--- src/rtl/ttee_pkg.sv ---
`timescale 1ns / 1ps
// ----------------------------------------------------------------------------
// ttee_pkg
// shared types and constants of the text terminal escape engine
// ----------------------------------------------------------------------------
package ttee_pkg;

  // byte classes seen in normal mode
  localparam logic [2:0] K_OTHER = 3'd0;
  localparam logic [2:0] K_PRINT = 3'd1;
  localparam logic [2:0] K_ESC   = 3'd2;
  localparam logic [2:0] K_DEL   = 3'd3;
  localparam logic [2:0] K_BS    = 3'd4;
  localparam logic [2:0] K_CR    = 3'd5;
  localparam logic [2:0] K_LF    = 3'd6;

  // parse modes
  localparam logic [1:0] MODE_NORM = 2'd0;
  localparam logic [1:0] MODE_ESC  = 2'd1;
  localparam logic [1:0] MODE_CSI  = 2'd2;

  // operations
  localparam logic OP_WRITE = 1'b0;
  localparam logic OP_READ  = 1'b1;

  // byte codes
  localparam logic [7:0] CH_ESC   = 8'h1b;
  localparam logic [7:0] CH_DEL   = 8'h7f;
  localparam logic [7:0] CH_BS    = 8'h08;
  localparam logic [7:0] CH_CR    = 8'h0d;
  localparam logic [7:0] CH_LF    = 8'h0a;
  localparam logic [7:0] CH_SPACE = 8'h20;
  localparam logic [7:0] CH_TILDE = 8'h7e;
  localparam logic [7:0] CH_0     = 8'h30;
  localparam logic [7:0] CH_9     = 8'h39;
  localparam logic [7:0] CH_SEMI  = 8'h3b;
  localparam logic [7:0] CH_SAVE  = 8'h37;
  localparam logic [7:0] CH_REST  = 8'h38;
  localparam logic [7:0] CH_LBRK  = 8'h5b;
  localparam logic [7:0] CH_M     = 8'h6d;
  localparam logic [7:0] CH_D     = 8'h44;
  localparam logic [7:0] CH_C     = 8'h43;
  localparam logic [7:0] CH_H     = 8'h48;
  localparam logic [7:0] CH_F     = 8'h66;
  localparam logic [7:0] CH_J     = 8'h4a;

  // sgr values
  localparam logic [7:0] SGR_FG_LO  = 8'd30;
  localparam logic [7:0] SGR_FG_HI  = 8'd37;
  localparam logic [7:0] SGR_BG_LO  = 8'd40;
  localparam logic [7:0] SGR_BG_HI  = 8'd47;
  localparam logic [7:0] SGR_FG_DEF = 8'd39;
  localparam logic [7:0] SGR_BG_DEF = 8'd49;
  localparam logic [7:0] PARAM_MAX  = 8'd255;
  localparam logic [7:0] ERASE_ALL  = 8'd2;

  localparam logic [3:0]  FG_RST        = 4'd7;
  localparam logic [3:0]  BG_RST        = 4'd0;
  localparam logic [31:0] COLOR_MAP_RST = 32'h7351_6240;
  localparam logic        REG_COLOR_MAP = 1'b0;

  typedef struct packed {
    logic       op;
    logic [7:0] data_byte;
    logic [4:0] read_row;
    logic [6:0] read_col;
    logic [2:0] kind;
    logic       is_digit;
    logic [3:0] digit;
  } cmd_t;

endpackage

--- src/rtl/ttee_if.sv ---
`timescale 1ns / 1ps
// ----------------------------------------------------------------------------
// ttee channel interfaces
// input word and result word channels with valid/ready
// ----------------------------------------------------------------------------
interface ttee_in_if;
  logic       valid;
  logic       ready;
  logic       operation;
  logic [7:0] data_byte;
  logic [4:0] read_row;
  logic [6:0] read_col;
  modport source (output valid, operation, data_byte, read_row, read_col, input ready);
  modport sink   (input valid, operation, data_byte, read_row, read_col, output ready);
endinterface


--- src/rtl/ttee_front.sv ---
`timescale 1ns / 1ps
// ----------------------------------------------------------------------------
// ttee_front
// accepts input words and classifies the byte for the back end
// ----------------------------------------------------------------------------
module ttee_front (
  ttee_in_if.sink        in_ch,
  input  logic           full,
  output logic           push,
  output ttee_pkg::cmd_t cmd
);
  import ttee_pkg::*;

  logic [7:0] b;
  assign b = in_ch.data_byte;

  assign in_ch.ready = !full;
  assign push        = in_ch.valid && !full;

  always_comb begin
    cmd           = '0;
    cmd.op        = in_ch.operation;
    cmd.data_byte = b;
    cmd.read_row  = in_ch.read_row;
    cmd.read_col  = in_ch.read_col;
    cmd.is_digit  = (b >= CH_0) && (b <= CH_9);
    cmd.digit     = 4'(b - CH_0);
    if (b == CH_ESC) begin
      cmd.kind = K_ESC;
    end else if (b == CH_DEL) begin
      cmd.kind = K_DEL;
    end else if (b == CH_BS) begin
      cmd.kind = K_BS;
    end else if (b == CH_CR) begin
      cmd.kind = K_CR;
    end else if (b == CH_LF) begin
      cmd.kind = K_LF;
    end else if (b >= CH_SPACE && b <= CH_TILDE) begin
      cmd.kind = K_PRINT;
    end else begin
      cmd.kind = K_OTHER;
    end
  end
endmodule

--- src/flat_wrapper.sv ---
// flat-port wrapper written by rule: the top's interface ports become plain ports
module ttee_front_flat import ttee_pkg::*;
  (full, push, cmd, in_ch_valid, in_ch_operation, in_ch_data_byte, in_ch_read_row, in_ch_read_col, in_ch_ready);
  ttee_in_if in_ch_i ();
  input  logic full;
  output logic push;
  output ttee_pkg::cmd_t cmd;
  input wire logic [$bits(in_ch_i.valid)-1:0] in_ch_valid;
  input wire logic [$bits(in_ch_i.operation)-1:0] in_ch_operation;
  input wire logic [$bits(in_ch_i.data_byte)-1:0] in_ch_data_byte;
  input wire logic [$bits(in_ch_i.read_row)-1:0] in_ch_read_row;
  input wire logic [$bits(in_ch_i.read_col)-1:0] in_ch_read_col;
  output wire logic [$bits(in_ch_i.ready)-1:0] in_ch_ready;
  assign in_ch_i.valid = in_ch_valid;
  assign in_ch_i.operation = in_ch_operation;
  assign in_ch_i.data_byte = in_ch_data_byte;
  assign in_ch_i.read_row = in_ch_read_row;
  assign in_ch_i.read_col = in_ch_read_col;
  assign in_ch_ready = in_ch_i.ready;
  ttee_front u_core (.in_ch(in_ch_i), .full(full), .push(push), .cmd(cmd));
endmodule
--- config.mk ---
export PLATFORM = sky130hd
export DESIGN_NAME = ttee_front_flat
export DESIGN_NICKNAME = d
export VERILOG_FILES = /design/src/rtl/ttee_pkg.sv /design/src/rtl/ttee_if.sv /design/src/rtl/ttee_front.sv /design/src/flat_wrapper.sv
export SDC_FILE = /design/constraint.sdc
export NUM_CORES = 1
export LEC_CHECK = 0
export BUFFER_PORTS_ARGS = -buffer_cell sky130_fd_sc_hd__buf_2
export CAP_MARGIN = 0
export CORE_AREA = 3 3 40 42
export DETAILED_ROUTE_END_ITERATION = 16
export DIE_AREA = 0 0 43 45
export GPL_ROUTABILITY_DRIVEN = 0
export PLACE_DENSITY = 0.66
export SLEW_MARGIN = 30
export SYNTH_ARGS = -nofsm -noshare
export SYNTH_HDL_FRONTEND = slang
export SYNTH_SLANG_ARGS = --single-unit
--- constraint.sdc ---
create_clock -name vclk -period 2.3
set_clock_uncertainty 0.05 [all_clocks]
set_input_delay 0.23 -clock vclk [all_inputs]
set_output_delay 0.23 -clock vclk [all_outputs]
set_load 0.1 [all_outputs]
---- Word level (Yosys, flattened, before mapping) ----
Index checks and enable logic that the tools add are counted.
storage, ports and cells
  register bits ........................... 0
  bits in latches ......................... 0
  RAM bits ................................ 0
  bits in read-only memories .............. 0
  input port bits ......................... 23
  output and inout port bits .............. 31
  word-level logic and storage cells ...... 20
  memories ................................ 0
cells by class
  $add $sub $neg .......................... 1
  multipliers ............................. 0
  div/mod/pow operators ................... 0
  $lt $le $gt $ge ......................... 4
  equal/unequal tests ..................... 5
  shift-type cells ........................ 0
  muxes and demuxes ....................... 6
  bitwise operators ....................... 0
  reductions and logical operators ........ 4
operators with widths
  kind                                                                                  number
  8-bit by 4-bit equality test with 1-bit output (second input constant)                3
  8-bit by 6-bit greater-or-equal comparator with 1-bit output (second input constant)  2
  3-bit 2-to-1 mux                                                                      5
  8-bit by 5-bit equality test with 1-bit output (second input constant)                1
  8-bit by 7-bit equality test with 1-bit output (second input constant)                1
  8-bit by 6-bit <= comparator with 1-bit output (second input constant)                1
  8-bit by 7-bit <= comparator with 1-bit output (second input constant)                1
  4-bit by 1-bit subtractor with 4-bit output (second input constant)                   1
  1-bit logical AND                                                                     3
  1-bit logical NOT                                                                     1
  1-bit 2-to-1 mux                                                                      1

---- Depth between registers and ports, before layout ----
  word-level depth ........................ 8
  depth in mapped cells ................... 3
  depth with buffers taken out ............ 3

---- Least setup slack after synthesis ----
No wires, ideal clock.
  kind .................................... input to output
  start point ............................. in in_ch_data_byte[2]
  end point ............................... out cmd[4] (netlist name)
  arrival time ............................ 3464 ps
  required time ........................... 2020 ps
  setup slack ............................. -1444 ps
  cell stages on the path ................. 2
  path buffers ............................ 0
  cell sequence ........................... o21ai_0 > nor4b_1
RTL lines
  what             line                text
  start, declared  flat_wrapper.sv:10  input wire logic [$bits(in_ch_i.data_byte)-1:0] in_ch_data_byte;
  end, declared    flat_wrapper.sv:7   output ttee_pkg::cmd_t cmd;

==> run_summary.xml <==
<?xml version="1.0" encoding="UTF-8"?>
<metrics>
  <group name="run_status">
    <metric name="run_status" unit="">finished, final reports clean</metric>
  </group>
  <group name="route">
    <metric name="drt-vias-per-instance" unit="">4.23</metric>
    <metric name="detail_route.iter0.violations" unit="">2</metric>
    <metric name="routed_wl" unit="um">593</metric>
    <metric name="via_count" unit="">262</metric>
    <metric name="first_pass_iters" unit="">2</metric>
    <metric name="route.antenna.remaining_nets" unit="">0</metric>
    <metric name="route.detailed.drc" unit="">0</metric>
    <metric name="wire_per_inst" unit="um">9.56</metric>
  </group>
  <group name="sta">
    <metric name="clock.fmax" unit="MHz">563</metric>
    <metric name="rsz0062_at_grt" unit="">false</metric>
    <metric name="hold_viol" unit="">0</metric>
    <metric name="final.hold.worst_slack" unit="ns">0.410</metric>
    <metric name="final_max_slew_viol_count" unit="">0</metric>
    <metric name="final_critical_path_setup_slack" unit="ns">0.523</metric>
    <metric name="tightest_slew" unit="ns">0.487</metric>
    <metric name="timing.final.crit_period" unit="ns">1.78</metric>
    <metric name="fin_crit_sh" unit="%">77.3</metric>
    <metric name="finalSetupViolCount" unit="">0</metric>
    <metric name="slew_headroom" unit="%">67.7</metric>
  </group>
  <group name="floorplanning">
    <metric name="fp.dieH" unit="um">45</metric>
    <metric name="floorplan_die_width" unit="um">43</metric>
    <metric name="design.die.area" unit="um^2">1940</metric>
    <metric name="num_io_pins" unit="">54</metric>
    <metric name="core_area" unit="um^2">1280</metric>
    <metric name="initial_utilization" unit="%">23.5</metric>
    <metric name="rows" unit="">13</metric>
  </group>
  <group name="clock_network">
    <metric name="cts_hold_buffers_added" unit="">0</metric>
    <metric name="post-cts-setup-buffers" unit="">0</metric>
    <metric name="cts.repair.resized" unit="">0</metric>
  </group>
  <group name="pwr">
    <metric name="power.internal" unit="mW">0.0211</metric>
    <metric name="pwr-share-seq" unit="%">0</metric>
    <metric name="p_sw_share" unit="%">85.8</metric>
    <metric name="leakage" unit="nW">0.166</metric>
    <metric name="clock_power_share" unit="%">0</metric>
    <metric name="comb_power_share" unit="%">100.0</metric>
    <metric name="vdd_drop_max" unit="mV">0.138</metric>
    <metric name="power_switching" unit="mW">0.128</metric>
    <metric name="power-per-cell-area" unit="nW/um^2">527</metric>
  </group>
  <group name="global_route">
    <metric name="antenna_found_initial" unit="">0</metric>
    <metric name="grt_remaining_overflow" unit="">0</metric>
    <metric name="grt_max_degree" unit="">8</metric>
    <metric name="via_count_of_the_first_global_routing_pass" unit="">194</metric>
    <metric name="wire_length_of_the_first_global_routing_pass" unit="um">855</metric>
    <metric name="grt_usage" unit="%">5.64</metric>
  </group>
  <group name="setup_path">
    <metric name="startpoint_kind_of_the_worst_setup_timing_path" unit="">primary input</metric>
    <metric name="required" unit="ns">2.02</metric>
    <metric name="worst_setup_path_end_kind" unit="">primary output</metric>
    <metric name="path_common_cell" unit="">sky130_fd_sc_hd__buf_2</metric>
    <metric name="cp_slowest_stage_delay" unit="ns">0.49</metric>
    <metric name="timing.critical_path.arrival" unit="ns">1.50</metric>
    <metric name="crit_path_cell_trace" unit="">buf_2 &gt; nand2_1 &gt; or4b_1 &gt; a21oi_2 &gt; buf_2</metric>
    <metric name="slowest_stage_cell_cp" unit="">sky130_fd_sc_hd__or4b_1</metric>
    <metric name="worst-setup-path-type" unit="">primary input to primary output</metric>
    <metric name="buffers_inverters_on_critical_path" unit="">2</metric>
    <metric name="critical_path_peak_fanout" unit="">7</metric>
    <metric name="critical-path-top-delay-family" unit="">buffers and inverters</metric>
  </group>
  <group name="synthesis">
    <metric name="synthesis.yosys.warnings" unit="">0</metric>
    <metric name="yosys.area_share.simple" unit="%">22.8</metric>
    <metric name="synth-compound-area-share" unit="%">9.54</metric>
    <metric name="synthDistinctLibCells" unit="">15</metric>
    <metric name="multiplexer_share_of_the_synthesized_area" unit="%">0</metric>
    <metric name="synth_top_family_by_area" unit="">buffers and inverters</metric>
    <metric name="ys_seq_area_share" unit="%">0</metric>
    <metric name="netlist_instances" unit="">44</metric>
    <metric name="syn_area_per_cell" unit="um^2">6.85</metric>
    <metric name="synth_fa_ha_area_share" unit="%">0</metric>
    <metric name="synth-xor-area-share" unit="%">2.90</metric>
    <metric name="synth_area" unit="um^2">302</metric>
    <metric name="net_count_after_synthesis" unit="">67</metric>
  </group>
  <group name="layout">
    <metric name="final_core_utilization" unit="%">22.0</metric>
    <metric name="nClkBuffers" unit="">0</metric>
    <metric name="fin_area" unit="um^2">283</metric>
    <metric name="fraction_of_final_layout_cells_with_drive_strength_greater_than_1" unit="%">63.8</metric>
    <metric name="fin_cells" unit="">62</metric>
    <metric name="antenna-diode-count" unit="">0</metric>
    <metric name="most-common-layout-cells" unit="">sky130_fd_sc_hd__buf_2 (28), sky130_fd_sc_hd__nor2_1 (4), sky130_fd_sc_hd__nand2_1 (2), sky130_fd_sc_hd__inv_1 (2)</metric>
    <metric name="finalNetCount" unit="">72</metric>
    <metric name="synthToLayoutAreaGrowth" unit="%">-6.22</metric>
    <metric name="layout.cells.most_common" unit="">sky130_fd_sc_hd__buf_2</metric>
    <metric name="register_area" unit="um^2">0</metric>
    <metric name="n_sequential_cell" unit="">0</metric>
  </group>
  <group name="flow_run">
    <metric name="maxCapViolations" unit="">0</metric>
  </group>
  <group name="place">
    <metric name="dpl-instance-area" unit="um^2">283</metric>
    <metric name="port_buffers" unit="">28</metric>
    <metric name="post-place-cells" unit="">62</metric>
    <metric name="post-place-ws" unit="ns">0.514</metric>
    <metric name="dp.final_hpwl" unit="um">547</metric>
  </group>
  <group name="worst_hold_path">
    <metric name="min_path_type" unit="">primary input to primary output</metric>
  </group>
</metrics>
-- per-layer routing --
layer | GRT usage [%] | vias up | share of wire, %
met4 | 1.20 | 0 | 0.34
met5 | 0 | - | 0
met3 | 1.59 | 2 | 15
li1 | - | 127 | -
met1 | 7.86 | 115 | 40
met2 | 8.68 | 18 | 45
-- cells in the mapped netlist --
library cell | n | area (um^2)
sky130_fd_sc_hd__o21ai_0 | 1 | 5.00
sky130_fd_sc_hd__nand2_1 | 2 | 7.51
sky130_fd_sc_hd__a21oi_1 | 1 | 5.00
sky130_fd_sc_hd__nand3_1 | 1 | 5.00
sky130_fd_sc_hd__nor2b_1 | 1 | 6.26
sky130_fd_sc_hd__xor2_1 | 1 | 8.76
sky130_fd_sc_hd__o21a_1 | 1 | 7.51
sky130_fd_sc_hd__nor4b_1 | 1 | 8.76
sky130_fd_sc_hd__inv_1 | 2 | 7.51
sky130_fd_sc_hd__or4b_1 | 1 | 10.0
sky130_fd_sc_hd__buf_4 | 25 | 188
sky130_fd_sc_hd__nor4bb_1 | 1 | 10.0
sky130_fd_sc_hd__nor2_1 | 4 | 15.0
sky130_fd_sc_hd__o2111a_1 | 1 | 11.3
sky130_fd_sc_hd__nor4_1 | 1 | 6.26
-- logic make-up (layout without fill, tap and decap cells) --
logic type             count (synthesis)  after routing
buffers and inverters                 27             30
XOR/XNOR                               1              1
AND/OR/NAND/NOR                       12             12
AO/OA/AOI/OAI                          4              4
-- power groups by stage --
stage | clock, mW | sequential (mW) | combinational, mW
5_1_grt | 0 | 0 | 0.154
2_1_floorplan | 0 | 0 | 0.242
4_1_cts | 0 | 0 | 0.150
3_5_place_dp | 0 | 0 | 0.150
3_3_place_gp | 0 | 0 | 0.150
6_report | 0 | 0 | 0.149
-- path summary, 6_finish.rpt --
check,endpoint,startpoint,slack (ns),depth (start not counted)
max,cmd[5],in_ch_data_byte[2],0.52,5
min,cmd[17],in_ch_read_row[2],0.41,0
-- stage by stage --
stage	setup TNS (ns)	total power, mW
2_1_floorplan	-0.0261	0.242
3_3_place_gp	0	0.150
3_5_place_dp	0	0.150
4_1_cts	0	0.150
5_1_grt	0	0.154
6_report	0	0.149
-- area by class of cell --
class | instances | area, um^2
Timing Repair Buffer | 28 | 140
Multi-Input combinational cell | 17 | 116
Tap cell | 15 | 18.8
Inverter | 2 | 7.51
Fill cell | 147 | 1000
Power figures use the tool's default switching activity.
