--- src/rtl/ttee_pkg.sv ---
`timescale 1ns / 1ps
// ----------------------------------------------------------------------------
// ttee_pkg
// shared types and constants of the text terminal escape engine
// ----------------------------------------------------------------------------
package ttee_pkg;

  // byte classes seen in normal mode
  localparam logic [2:0] K_OTHER = 3'd0;
  localparam logic [2:0] K_PRINT = 3'd1;
  localparam logic [2:0] K_ESC   = 3'd2;
  localparam logic [2:0] K_DEL   = 3'd3;
  localparam logic [2:0] K_BS    = 3'd4;
  localparam logic [2:0] K_CR    = 3'd5;
  localparam logic [2:0] K_LF    = 3'd6;

  // parse modes
  localparam logic [1:0] MODE_NORM = 2'd0;
  localparam logic [1:0] MODE_ESC  = 2'd1;
  localparam logic [1:0] MODE_CSI  = 2'd2;

  // operations
  localparam logic OP_WRITE = 1'b0;
  localparam logic OP_READ  = 1'b1;

  // byte codes
  localparam logic [7:0] CH_ESC   = 8'h1b;
  localparam logic [7:0] CH_DEL   = 8'h7f;
  localparam logic [7:0] CH_BS    = 8'h08;
  localparam logic [7:0] CH_CR    = 8'h0d;
  localparam logic [7:0] CH_LF    = 8'h0a;
  localparam logic [7:0] CH_SPACE = 8'h20;
  localparam logic [7:0] CH_TILDE = 8'h7e;
  localparam logic [7:0] CH_0     = 8'h30;
  localparam logic [7:0] CH_9     = 8'h39;
  localparam logic [7:0] CH_SEMI  = 8'h3b;
  localparam logic [7:0] CH_SAVE  = 8'h37;
  localparam logic [7:0] CH_REST  = 8'h38;
  localparam logic [7:0] CH_LBRK  = 8'h5b;
  localparam logic [7:0] CH_M     = 8'h6d;
  localparam logic [7:0] CH_D     = 8'h44;
  localparam logic [7:0] CH_C     = 8'h43;
  localparam logic [7:0] CH_H     = 8'h48;
  localparam logic [7:0] CH_F     = 8'h66;
  localparam logic [7:0] CH_J     = 8'h4a;

  // sgr values
  localparam logic [7:0] SGR_FG_LO  = 8'd30;
  localparam logic [7:0] SGR_FG_HI  = 8'd37;
  localparam logic [7:0] SGR_BG_LO  = 8'd40;
  localparam logic [7:0] SGR_BG_HI  = 8'd47;
  localparam logic [7:0] SGR_FG_DEF = 8'd39;
  localparam logic [7:0] SGR_BG_DEF = 8'd49;
  localparam logic [7:0] PARAM_MAX  = 8'd255;
  localparam logic [7:0] ERASE_ALL  = 8'd2;

  localparam logic [3:0]  FG_RST        = 4'd7;
  localparam logic [3:0]  BG_RST        = 4'd0;
  localparam logic [31:0] COLOR_MAP_RST = 32'h7351_6240;
  localparam logic        REG_COLOR_MAP = 1'b0;

  typedef struct packed {
    logic       op;
    logic [7:0] data_byte;
    logic [4:0] read_row;
    logic [6:0] read_col;
    logic [2:0] kind;
    logic       is_digit;
    logic [3:0] digit;
  } cmd_t;

endpackage

--- src/rtl/ttee_queue.sv ---
`timescale 1ns / 1ps
// ----------------------------------------------------------------------------
// ttee_queue
// two-entry queue between front and back end
// ----------------------------------------------------------------------------
module ttee_queue (
  input  logic           clk,
  input  logic           rst_n,
  input  logic           push,
  input  ttee_pkg::cmd_t din,
  output logic           full,
  input  logic           pop,
  output logic           valid,
  output ttee_pkg::cmd_t dout
);
  import ttee_pkg::*;

  cmd_t       ent_r [2];
  logic       wp_r, wp_nxt;
  logic       rp_r, rp_nxt;
  logic [1:0] cnt_r, cnt_nxt;

  assign full  = (cnt_r == 2'd2);
  assign valid = (cnt_r != 2'd0);
  assign dout  = ent_r[rp_r];

  always_comb begin
    wp_nxt  = push ? !wp_r : wp_r;
    rp_nxt  = pop ? !rp_r : rp_r;
    cnt_nxt = cnt_r + 2'(push) - 2'(pop);
  end

  always_ff @(posedge clk) begin
    if (!rst_n) begin
      wp_r  <= 1'b0;
      rp_r  <= 1'b0;
      cnt_r <= 2'd0;
    end else begin
      wp_r  <= wp_nxt;
      rp_r  <= rp_nxt;
      cnt_r <= cnt_nxt;
    end
    if (push) begin
      ent_r[wp_r] <= din;
    end
  end
endmodule

--- config.mk ---
export PLATFORM = sky130hd
export DESIGN_NAME = ttee_queue
export DESIGN_NICKNAME = d
export VERILOG_FILES = /design/src/rtl/ttee_pkg.sv /design/src/rtl/ttee_queue.sv
export SDC_FILE = /design/constraint.sdc
export NUM_CORES = 1
export LEC_CHECK = 0
export BUFFER_PORTS_ARGS = -buffer_cell sky130_fd_sc_hd__buf_2
export CAP_MARGIN = 25
export CORE_UTILIZATION = 43
export CTS_CLUSTER_SIZE = 40
export DETAILED_ROUTE_END_ITERATION = 7
export GPL_TIMING_DRIVEN = 0
export PLACE_DENSITY = 0.7
export SLEW_MARGIN = 20
export SYNTH_ARGS = -nofsm -noshare
export SYNTH_HDL_FRONTEND = slang
export SYNTH_SLANG_ARGS = --single-unit
--- constraint.sdc ---
create_clock -name clk -period 2.2 [get_ports clk]
set_clock_uncertainty 0.1 [all_clocks]
set_input_delay 0.22 -clock clk [delete_from_list [all_inputs] [get_ports clk]]
set_output_delay 0.22 -clock clk [all_outputs]
set_load 0.02 [all_outputs]
After elaboration in Yosys (flattened, before gate mapping)
Memory sizes are Yosys's and may differ from the RTL's. A register that Yosys moved wholly into a read port is not among the register bits.
Cells that the tools add are included.
- register bits after elaboration: 4
- latch bits: 0
- RAM bits: 58
- bits in read-only memories: 0
- input bits: 33
- output and inout port bits: 31
- logic and storage cells: 14
- memories kept: 1
- memory list (memory ; depth ; bits a word ; read ports ; clocked after Yosys merged registers in ; write ports ; RTL line ; RTL):
    ent_r ; 2 ; 29 ; 1 ; 1 ; 1 ; ttee_queue.sv:18 ; cmd_t ent_r [2];
- add/sub/neg operators: 2
- $mul: 0
- div/mod/pow operators: 0
- order comparisons: 0
- eq/ne operators: 1
- shift-type cells: 0
- mux-type cells: 4
- bitwise logic cells: 0
- reductions and logical operators: 3
- operators by type and width (kind ; count):
    $mux 1 ; 4
    $add 2x1->2 ; 1
    $eq 2x2->1 const B ; 1
    $logic_not 1->1 ; 2
    $reduce_bool 2->1 ; 1
    $sub 2x1->2 ; 1

Longest topological paths before layout
Gate-level depths: netlist of run 1.
- word-level depth: 3
- depth in mapped cells: 6
- mapped depth without buffers: 6

Worst setup path before layout of run 1
OpenSTA, ideal clock, no wires.
- path kind: flip-flop to flip-flop
- from: reg wp_r
- to: mem ent_r[0][0] (netlist bit) (enable)
- setup time: 0.420 ns
- arrival: 1.645 ns
- required time: 1.680 ns
- slack: 0.035 ns
- cell stages (with the launch flop): 2
- path buffers: 0
- clock period less this slack: 2.165 ns
- path through: dfxtp_1 > nor2b_1
- RTL lines (element ; RTL line ; RTL):
    from (decl) ; ttee_queue.sv:19 ; logic wp_r, wp_nxt;
    from (signal assigned) ; ttee_queue.sv:39 ; wp_r <= wp_nxt;
    to (decl) ; ttee_queue.sv:18 ;
No word-level cell before the write port.

==> results of run 1 <==
==> per-stage QoR <==
step | hold WS (ns) | area (µm²) | TNS, ns
after CTS | 0.03569 | 3294 | 0
after detailed placement | 0.3126 | 2800 | 0
after floorplan | 0.2189 | 2361 | 0
after global routing | 0.04878 | 3294 | 0
after global placement | 0.3081 | 2764 | -20.84
final | 0.04788 | 3294 | 0
==> critical path: cells and delay by family (launching register included) <==
kind / cells / cell delay [ns]
buffers and inverters: 3 / 0.51
multiplexers: 1 / 0.31
flip-flops: 1 / 0.33
==> kinds of logic (layout without fill, tap and decap cells) <==
kind of cell,Yosys count,in the layout,synth area share [%]
AOI/OAI and AO/OA,1,1,0.3181
xor gates and xnor gates,2,2,1.325
adders and majority gates,2,2,1.060
buffers and inverters,5,114,1.484
DFF,63,63,78.01
muxes,29,29,15.42
and+or+nand+nor,9,9,2.385
==> how the worst max path moves through the flow <==
| stage | slack [ns] | to | depth (start not counted) | from |
|---|---|---|---|---|
| 6_report | 0.41 | dout[22] | 4 | register |
| 3_3_place_gp | -0.70 | ent_r[0][24] | 2 | push |
| 3_5_place_dp | 0.69 | ent_r[1][27] | 1 | wp_r |
| 5_1_grt | 0.33 | dout[18] | 4 | register |
| 4_1_cts | 0.38 | dout[22] | 4 | register |
| 2_1_floorplan | 0.03 | ent_r[0][0] | 1 | wp_r |
==> sequential cells by signal, indices dropped and copies added (netlist names), named ones only <==
signal and count:
cnt_r 2, ent_r 58, rp_r 1, wp_r 1
==> final cells by class <==
cell class                      count  area, µm²  share of cell area (%)
Clock inverter                      5      72.57                   2.203
Sequential cell                    63       1842                   55.91
Multi-Input combinational cell     43      493.0                   14.96
Clock buffer                       11      131.4                   3.988
Inverter                            2      7.507                  0.2279
Timing Repair Buffer               93      633.1                   19.22
Tap cell                           70      87.58                   2.659
Buffer                              3      27.53                  0.8355
==> cells in the mapped netlist (all sizes together) <==
master / instances
xnor3: 1
ha: 2
inv: 2
o21a: 1
buf: 3
xor2: 1
dfxtp: 5
or2: 1
and2: 4
nor2b: 4
mux2: 29
edfxtp: 58
==> power breakdown <==
part           internal (µW)  leakage (µW)  switching (µW)
logic                    212      0.000620             206
registers               1380      0.000586            21.6
clock network            629      0.000102             403
total                   2220       0.00131             630
==> layer usage <==
metal | vias to the layer above | track usage (%)
li1 | 637 | -
met3 | 14 | 4.311
met2 | 47 | 23.64
met4 | 0 | 11.15
met5 | - | 0
met1 | 621 | 17.30
==> repair_timing <==
action | 4_1_cts | 5_1_grt
setup endpoints to repair | 0 | 0
hold endpoints to repair | 58 | 0
hold buffers | 29 | 0
==> summary.txt, run 1 <==
Clock network
  – # H-tree levels: 3
  – Clock-pin transition on the worst setup and hold timing paths: 0.06 ns
  – Root Driver: clkbuf_8
  – Post-cts repair resize count: 0
  – Worst skew pair latency: about 0.33 ns
  – CTS tree: built
  – Post-CTS setup buffers: 0
  – Clk buf depth: 2
  – Num CTS Buffers: 9
  – Sinks on the clock net: 63

Timing
  – Slew HR: 50.76%
  – Setup Viol. Count Final: 0
  – RSZ-0062 raised after global routing: no
  – Period utilization: between 80 and 90%
  – Final-report max-slew violation count: 0
  – Min Tclk post-route: approximately 1.8 ns
  – Final Hold Fails: 0
  – Maximum clock frequency: 557.8 MHz
  – Worst Slack Setup Final: ~0.4 ns
  – Worst Max-Slew Pin Slew: between 0.7 and 0.8 ns

Synthesis
  – Synthesized Nets: approximately 150
  – Distinct cells, synth: 14
  – Mapped Area: approximately 0.0024 mm²
  – Leading area contributor after synthesis: edfxtp_1
  – Syn_area_per_cell: about 21 µm²
  – Top cell type's share of synthesized area: 73.77%
  – FF+latch count, synth: 63
  – Synth top area cells: edfxtp_1 74%, mux2_2 9.1%, mux2_4 6.4%, dfxtp_1 4.2%, and2_1 1.1%
  – Post-synthesis cell count: 111
  – Synth Warn #: 0
  – Sequential fraction of the synthesis area: 78.01%

Detailed routing
  – Final ANT Viol Nets: 0
  – Met3 WL: 190 µm
  – DR iter-0 viols: 43
  – Met2 WL: about 2000 µm
  – TritonRoute pass-1 iters: 4
  – Highest routed layer: met4
  – DR vias: between 1,000 and 1,500
  – Vias per Instance: about 4.5
  – Drt wl/cell: about 14 µm
  – Met1 Routed Length: roughly 1700 µm
  – WL final: around 4000 µm
  – DRC violations left: 0

Worst setup path
  – WP data arrival: around 1.5 ns
  – Worst r2r path cells: 1
  – Setup crit end kind: output pin
  – Maximum fanout along the worst path: 10
  – Worst r2r dst: ent_r[1][17]
  – Cells along the critical path: buf_6 > buf_6 > mux2_4 > buf_2
  – Crit Path Class: reg -> out
  – Startpoint types: register
  – Max incr delay on CP: between 0.3 and 0.4 ns
  – Worst r2r src: wp_r
  – CP Data Required Time: roughly 1.9 ns
  – Worst-path cell with the longest stage delay: dfxtp_1
  – Reg2reg setup slack: ~0.69 ns
  – Most used cell, CP: buf_6

Hold path
  – Hold Path Depth: 2
  – Hold Path Class: in -> reg
  – Min-delay src: rst_n
  – WHS Endpoint: wp_r

Place
  – Gp weighted congestion: between 0.6 and 0.7
  – Port Buffers: between 60 and 70
  – Placed cells: around 250
  – Pre-CTS worst setup slack: around 0.7 ns
  – Post-DP HPWL: between 2000 and 2500 µm

Pwr
  – Power Dens Cells: around 870 mW/mm²
  – Max VDD drop: ~0.00067 V
  – Power Total: between 2000 and 3000 µW
  – Leakage: between 0.001 and 0.0015 µW

Floorplanning
  – Site Rows: 26
  – Die height: between 70 and 80 µm
  – Core ar.: roughly 0.0052 mm²
  – Die X: between 70 and 80 µm
  – Die ar.: 0.005791 mm²
  – Top Ports: 64
  – Initial core utilization: around 45%

Layout
  – Antenna Cells: 0
  – Filler instances: about 380
  – Commonest non-fill, non-tap cell in the layout: buf_2
  – Layout cells sized above 1: 50.45%
  – Final nets: 250
  – Cell Count, Final, Fillers Out: 290
  – Most frequent cells in the layout: 64 x buf_2, 58 x edfxtp_1, 29 x dlygate4sd3_1, 19 x mux2_2, 10 x mux2_4
  – Layout area overhead: 39.53%
  – Core Util, Final: 63.29%

Global routing
  – Vias in the first global route: between 1,000 and 1,500
  – Initial antenna violation count: 0
  – Largest net degree at the start of global routing: 30
  – Global-route wire length before repair: approximately 6400 µm
  – Gr ovfl total: 0
  – GRT Total Usage: about 15%

Flow run
  – Maxcap violations: 0

Outcome
  – Status: finished clean
(Power assumes the default switching activity.)
==> inputs of run 2 (changes only) <==
==> constraint.sdc (replaced) <==
create_clock -name clk -period 1.5 [get_ports clk]
set_clock_uncertainty 0.1 [all_clocks]
set_input_delay 0.15 -clock clk [delete_from_list [all_inputs] [get_ports clk]]
set_output_delay 0.15 -clock clk [all_outputs]
set_load 0.02 [all_outputs]
==> summary.txt, run 2 (synthesis gave the netlist of run 1 again) <==
Outcome
  – Status: finished, violations left
  – Violated checks: negative setup slack

Floorplanning
  – Top Ports: 64
  – Die ar.: roughly 0.0058 mm²
  – Core ar.: 0.005205 mm²
  – Initial core utilization: a little under half
  – Die height: between 70 and 80 µm
  – Die X: around 76 µm
  – Site Rows: 26

Timing
  – Hold_ws: between 0.08 and 0.09 ns
  – Slew HR: 67.43%
  – RSZ-0062 raised after global routing: yes
  – Min Tclk post-route: between 1.5 and 2 ns
  – Final Hold Fails: 0
  – Setup Viol. Count Final: 29
  – Maximum clock frequency: between 600 and 700 MHz
  – Worst Max-Slew Pin Slew: 0.4875 ns
  – Final-report max-slew violation count: 0
  – Period utilization: 109.7%
  – Worst Slack Setup Final: -0.1448 ns

Worst setup path
  – Cells along the critical path: buf_8 > clkbuf_16 > mux2_4 > buf_6
  – WP data arrival: about 1.4 ns
  – CP Data Required Time: approximately 1.3 ns
  – Startpoint types: register
  – Worst-path cell with the longest stage delay: dfxtp_4
  – Crit Path Class: reg -> out
  – Setup crit end kind: output pin
  – Buf/Inv on CP: 3
  – Max incr delay on CP: ~0.35 ns
  – Cell family with most CP delay: buffers and inverters
  – Maximum fanout along the worst path: 6

Global routing
  – Largest net degree at the start of global routing: 30
  – Vias in the first global route: around 1,500
  – Gr ovfl total: 0
  – Global-route wire length before repair: roughly 7100 µm
  – GRT Total Usage: about 17%
  – Initial antenna violation count: 0

Detailed routing
  – Final ANT Viol Nets: 0
  – WL final: around 4500 µm
  – Highest routed layer: met4
  – TritonRoute pass-1 iters: 4
  – Met1 Routed Length: 1891 µm
  – DRC violations left: 0
  – Met3 WL: slightly below 200 µm
  – DR vias: roughly 1,400
  – Met2 WL: roughly 2400 µm
  – Vias per Instance: ~4.6
  – DR iter-0 viols: 24
  – Drt wl/cell: between 15 and 20 µm

Clock network
  – Root Driver: clkbuf_8
  – Num CTS Buffers: 9
  – CTS tree: built
  – Worst skew pair latency: around 0.33 ns
  – Clk buf depth: 2
  – Clock-pin transition on the worst setup and hold timing paths: ~0.060 ns
  – Sinks on the clock net: between 60 and 70
  – # H-tree levels: 3

Flow run
  – Maxcap violations: 0

Pwr
  – Power Total: 4452 µW
  – Max VDD drop: 0.0008346 V
  – Leakage: approximately 0.0015 µW
  – Power Dens Cells: 1219 mW/mm²

Layout
  – Layout cells sized above 1: 53.95%
  – Antenna Cells: 0
  – Commonest non-fill, non-tap cell in the layout: edfxtp_1
  – Biggest regs: ent_r: 58 flops, cnt_r: 2 flops
  – Most frequent cells in the layout: 58 x edfxtp_1, 36 x buf_2, 30 x dlygate4sd3_1, 29 x buf_6, 24 x mux2_4
  – Top reg by flops: ent_r
  – Largest register FFs: 58
  – Layout area overhead: 54.69%
  – Final nets: between 200 and 300
  – Finished Cell Area: 0.003652 mm²

Place
  – Post-DP HPWL: between 2000 and 3000 µm
  – Port Buffers: 63
  – Gp weighted congestion: 0.6439
  – Pre-CTS worst setup slack: -0.04444 ns
  – Placed cell area: about 0.0028 mm²

Hold path
  – Hold Path Class: in -> reg
run 2: changes by cell type in the layout (fill, tap and decap cells not counted), sizes merged:
| cell | change |
|---|---|
| buf | +5 |
| bufinv | -1 |
| clkbuf | +4 |
| clkinv | -3 |
| clkinvlp | +1 |
| dlygate4sd3 | +1 |
| nor2b | +1 |
run 2: metrics by stage:
| stage | util, % | cells | TNS, ns |
|---|---|---|---|
| finish | 70.17 | 298 | -3.512 |
| global route | 70.17 | 298 | -4.805 |
| floorplan | - | 111 | 0 |
| global placement | 53.27 | 244 | 0 |
| CTS | 67.91 | 296 | -3.984 |
| detailed placement | 53.27 | 244 | -1.602 |
run 2: worst min-delay path, cell delays in order:
cell and delay (ns):
buf_2 0.10, xor2_1 0.07, and2_1 0.15
run 2: power by group:
group	leakage, µW	switching, µW	internal (µW)
registers	0.000587	38.3	2030
logic	0.000786	347	471
clock network	0.000109	615	950
run 2: final timing paths:
check                           slack (ns)     start  cells past startpoint           end
worst max-delay path                 -0.14  register                      4      dout[26]
worst min-delay path                  0.08       pop                      3      register
worst min register to register        0.49      rp_r                      2      register
worst max register to register        0.09      wp_r                      1  ent_r[1][21]
run 2: area by class of cell:
type / count / area [µm²]
Multi-Input combinational cell: 44 / 560.5
Buffer: 3 / 46.29
Fill cell: 345 / 1553
Sequential cell: 63 / 1847
Tap cell: 70 / 87.58
Clock buffer: 14 / 182.7
Clock inverter: 2 / 37.54
Timing Repair Buffer: 100 / 883.3
Inverter: 2 / 7.507
run 2: routing by layer:
metal | global-route usage (%) | vias up
met5 | 0 | -
met4 | 9.808 | 0
met3 | 4.072 | 8
met2 | 28.73 | 46
met1 | 19.09 | 671
li1 | - | 653
run 2: what timing repair did:
item / CTS / global route
pin swaps: 1 / 0
hold buffers: 30 / 0
gates resized for setup: 53 / 27
hold endpoints to repair: 62 / 0
setup endpoints to repair: 88 / 29
buffers inserted: 4 / 1
gates cloned: 2 / 1
==> inputs of run 3 (changes only) <==
--- a/config.mk
+++ b/config.mk
@@ -12,7 +12,9 @@
 export DETAILED_ROUTE_END_ITERATION = 7
 export GPL_TIMING_DRIVEN = 0
 export PLACE_DENSITY = 0.7
+export SKIP_LAST_GASP = 1
 export SLEW_MARGIN = 20
 export SYNTH_ARGS = -nofsm -noshare
 export SYNTH_HDL_FRONTEND = slang
 export SYNTH_SLANG_ARGS = --single-unit
+export TNS_END_PERCENT = 50
==> summary.txt, run 3 (synthesis gave the netlist of run 1 again) <==
Clock network
  – Clock-pin transition on the worst setup and hold timing paths: ~0.060 ns
  – Root Driver: clkbuf_8
  – CTS tree: built
  – # H-tree levels: 3
  – Num CTS Buffers: 9
  – Sinks on the clock net: 63
  – Worst skew pair latency: 0.32 ns
  – Clk buf depth: 2

Global routing
  – GRT Total Usage: approximately 16%
  – Largest net degree at the start of global routing: 31
  – Initial antenna violation count: 0
  – Gr ovfl total: 0
  – Global-route wire length before repair: between 6000 and 7000 µm
  – Vias in the first global route: 1,449

Hold path
  – Min-delay src: pop
  – Hold Path Depth: 3
  – Hold Path Class: in -> reg

Worst setup path
  – Worst r2r path cells: 1
  – Crit Path Class: reg -> out
  – Worst r2r dst: ent_r[0][5]
  – Worst r2r src: wp_r
  – Startpoint types: register
  – CP Data Required Time: 1.25 ns
  – Maximum fanout along the worst path: 5
  – WP data arrival: roughly 1.4 ns
  – Reg2reg setup slack: -0.01 ns
  – Setup crit end kind: output pin

Detailed routing
  – Vias per Instance: 4.589
  – DRC violations left: 0
  – Met2 WL: 2326 µm
  – DR iter-0 viols: 44
  – TritonRoute pass-1 iters: 4
  – Met3 WL: 248 µm
  – Met1 Routed Length: 1861 µm
  – DR vias: roughly 1,400
  – Final ANT Viol Nets: 0
  – Highest routed layer: met4
  – Drt wl/cell: 15.15 µm
  – WL final: around 4500 µm

Pwr
  – Max VDD drop: roughly 0.0010 V
  – Power Dens Cells: between 1000 and 1500 mW/mm²
  – Leakage: 0.001455 µW
  – Power Total: 4221 µW

Floorplanning
  – Die height: 76.10 µm
  – Initial core utilization: 45.36%
  – Top Ports: 64
  – Site Rows: 26
  – Die ar.: a little under 0.006 mm²
  – Core ar.: approximately 0.0052 mm²
  – Die X: around 76 µm

Layout
  – Biggest regs: ent_r: 58 flops, cnt_r: 2 flops
  – Layout area overhead: 51.78%
  – Commonest non-fill, non-tap cell in the layout: edfxtp_1
  – Antenna Cells: 0
  – Largest register FFs: between 50 and 60
  – Final nets: 257
  – Most frequent cells in the layout: 58 x edfxtp_1, 39 x buf_2, 30 x dlygate4sd3_1, 25 x mux2_4, 24 x buf_6
  – Layout cells sized above 1: ~52%
  – Top reg by flops: ent_r

Outcome
  – Violated checks: negative setup slack
  – Status: finished, violations left

Timing
  – Final Hold Fails: 0
  – Worst Slack Setup Final: -0.1550 ns
  – Slew HR: a little under half
  – RSZ-0062 raised after global routing: yes
  – Min Tclk post-route: between 1.5 and 2 ns
  – Setup Viol. Count Final: 39
  – Setup tns final: -3.430 ns
  – Worst Max-Slew Pin Slew: between 0.8 and 0.9 ns
  – Final-report max-slew violation count: 0
  – Period utilization: 110.3%
  – Maximum clock frequency: a little over 600 MHz

Place
  – Port Buffers: 63
  – Post-DP HPWL: 2577 µm
  – Gp weighted congestion: between 0.7 and 0.8

Flow run
  – Maxcap violations: 0
-- run 3: cell count changes in the layout (fill, tap and decap cells not counted), moves of 3 or more --
cell and delta:
clkinv_2 +3, clkbuf_8 -4, buf_2 +3, buf_6 -5
-- run 3: worst max-delay path, stage by stage, from the launching register on --
cell and delay, ns:
dfxtp_4 0.36, buf_8 0.14, clkbuf_16 0.15, mux2_4 0.30, buf_6 0.13
-- run 3: cell type report --
cell class / instances / area (µm²)
Buffer: 2 / 35.03
Clock buffer: 11 / 131.4
Clock inverter: 5 / 48.80
Fill cell: 353 / 1622
Inverter: 2 / 7.507
Multi-Input combinational cell: 44 / 559.3
Sequential cell: 63 / 1846
Tap cell: 70 / 87.58
Timing Repair Buffer: 100 / 868.3
-- run 3: routing by layer --
metal  track usage [%]  vias to the layer above
met5                 0                        -
met4             8.654                        0
met3             4.551                        7
met2             27.18                       55
met1             19.54                      652
li1                  -                      649
-- run 3: repair_timing --
item / CTS / global route
endpoints found under the setup margin: 87 / 60
resized for setup: 51 / 24
cloned: 1 / 2
hold buffers: 30 / 0
endpoints found under the hold margin: 63 / 0
setup buffers: 5 / 1
-- run 3: worst max path at each step --
| stage | startpoint | endpoint | slack, ns |
|---|---|---|---|
| 2_1_floorplan | wp_r | ent_r[1][0] | -0.10 |
| 3_3_place_gp | wp_r | ent_r[1][25] | -0.45 |
| 3_5_place_dp | wp_r | ent_r[1][25] | -0.05 |
| 4_1_cts | register | dout[25] | -0.19 |
| 5_1_grt | register | dout[23] | -0.21 |
| 6_report | register | dout[23] | -0.15 |
-- run 3: through the flow --
| stage | std cells | hold WS (ns) | area, µm² | utilization, % | setup slack (ns) |
|---|---|---|---|---|---|
| 3_3_place_gp | 244 | 0.2380 | 2771 | 53.25 | -0.4475 |
| 2_1_floorplan | 111 | 0.1489 | 2369 | - | -0.1043 |
| 4_1_cts | 296 | 0.06454 | 3487 | 67.00 | -0.1852 |
| 6_report | 297 | 0.07943 | 3583 | 68.85 | -0.1550 |
| 5_1_grt | 297 | 0.07086 | 3583 | 68.85 | -0.2071 |
| 3_5_place_dp | 244 | 0.2426 | 2773 | 53.27 | -0.05400 |
-- run 3: report_power, final --
group | total, µW | internal, µW | switching, µW
clock | 1350 | 754 | 598
combinational | 801 | 459 | 341
sequential | 2070 | 2030 | 38.0
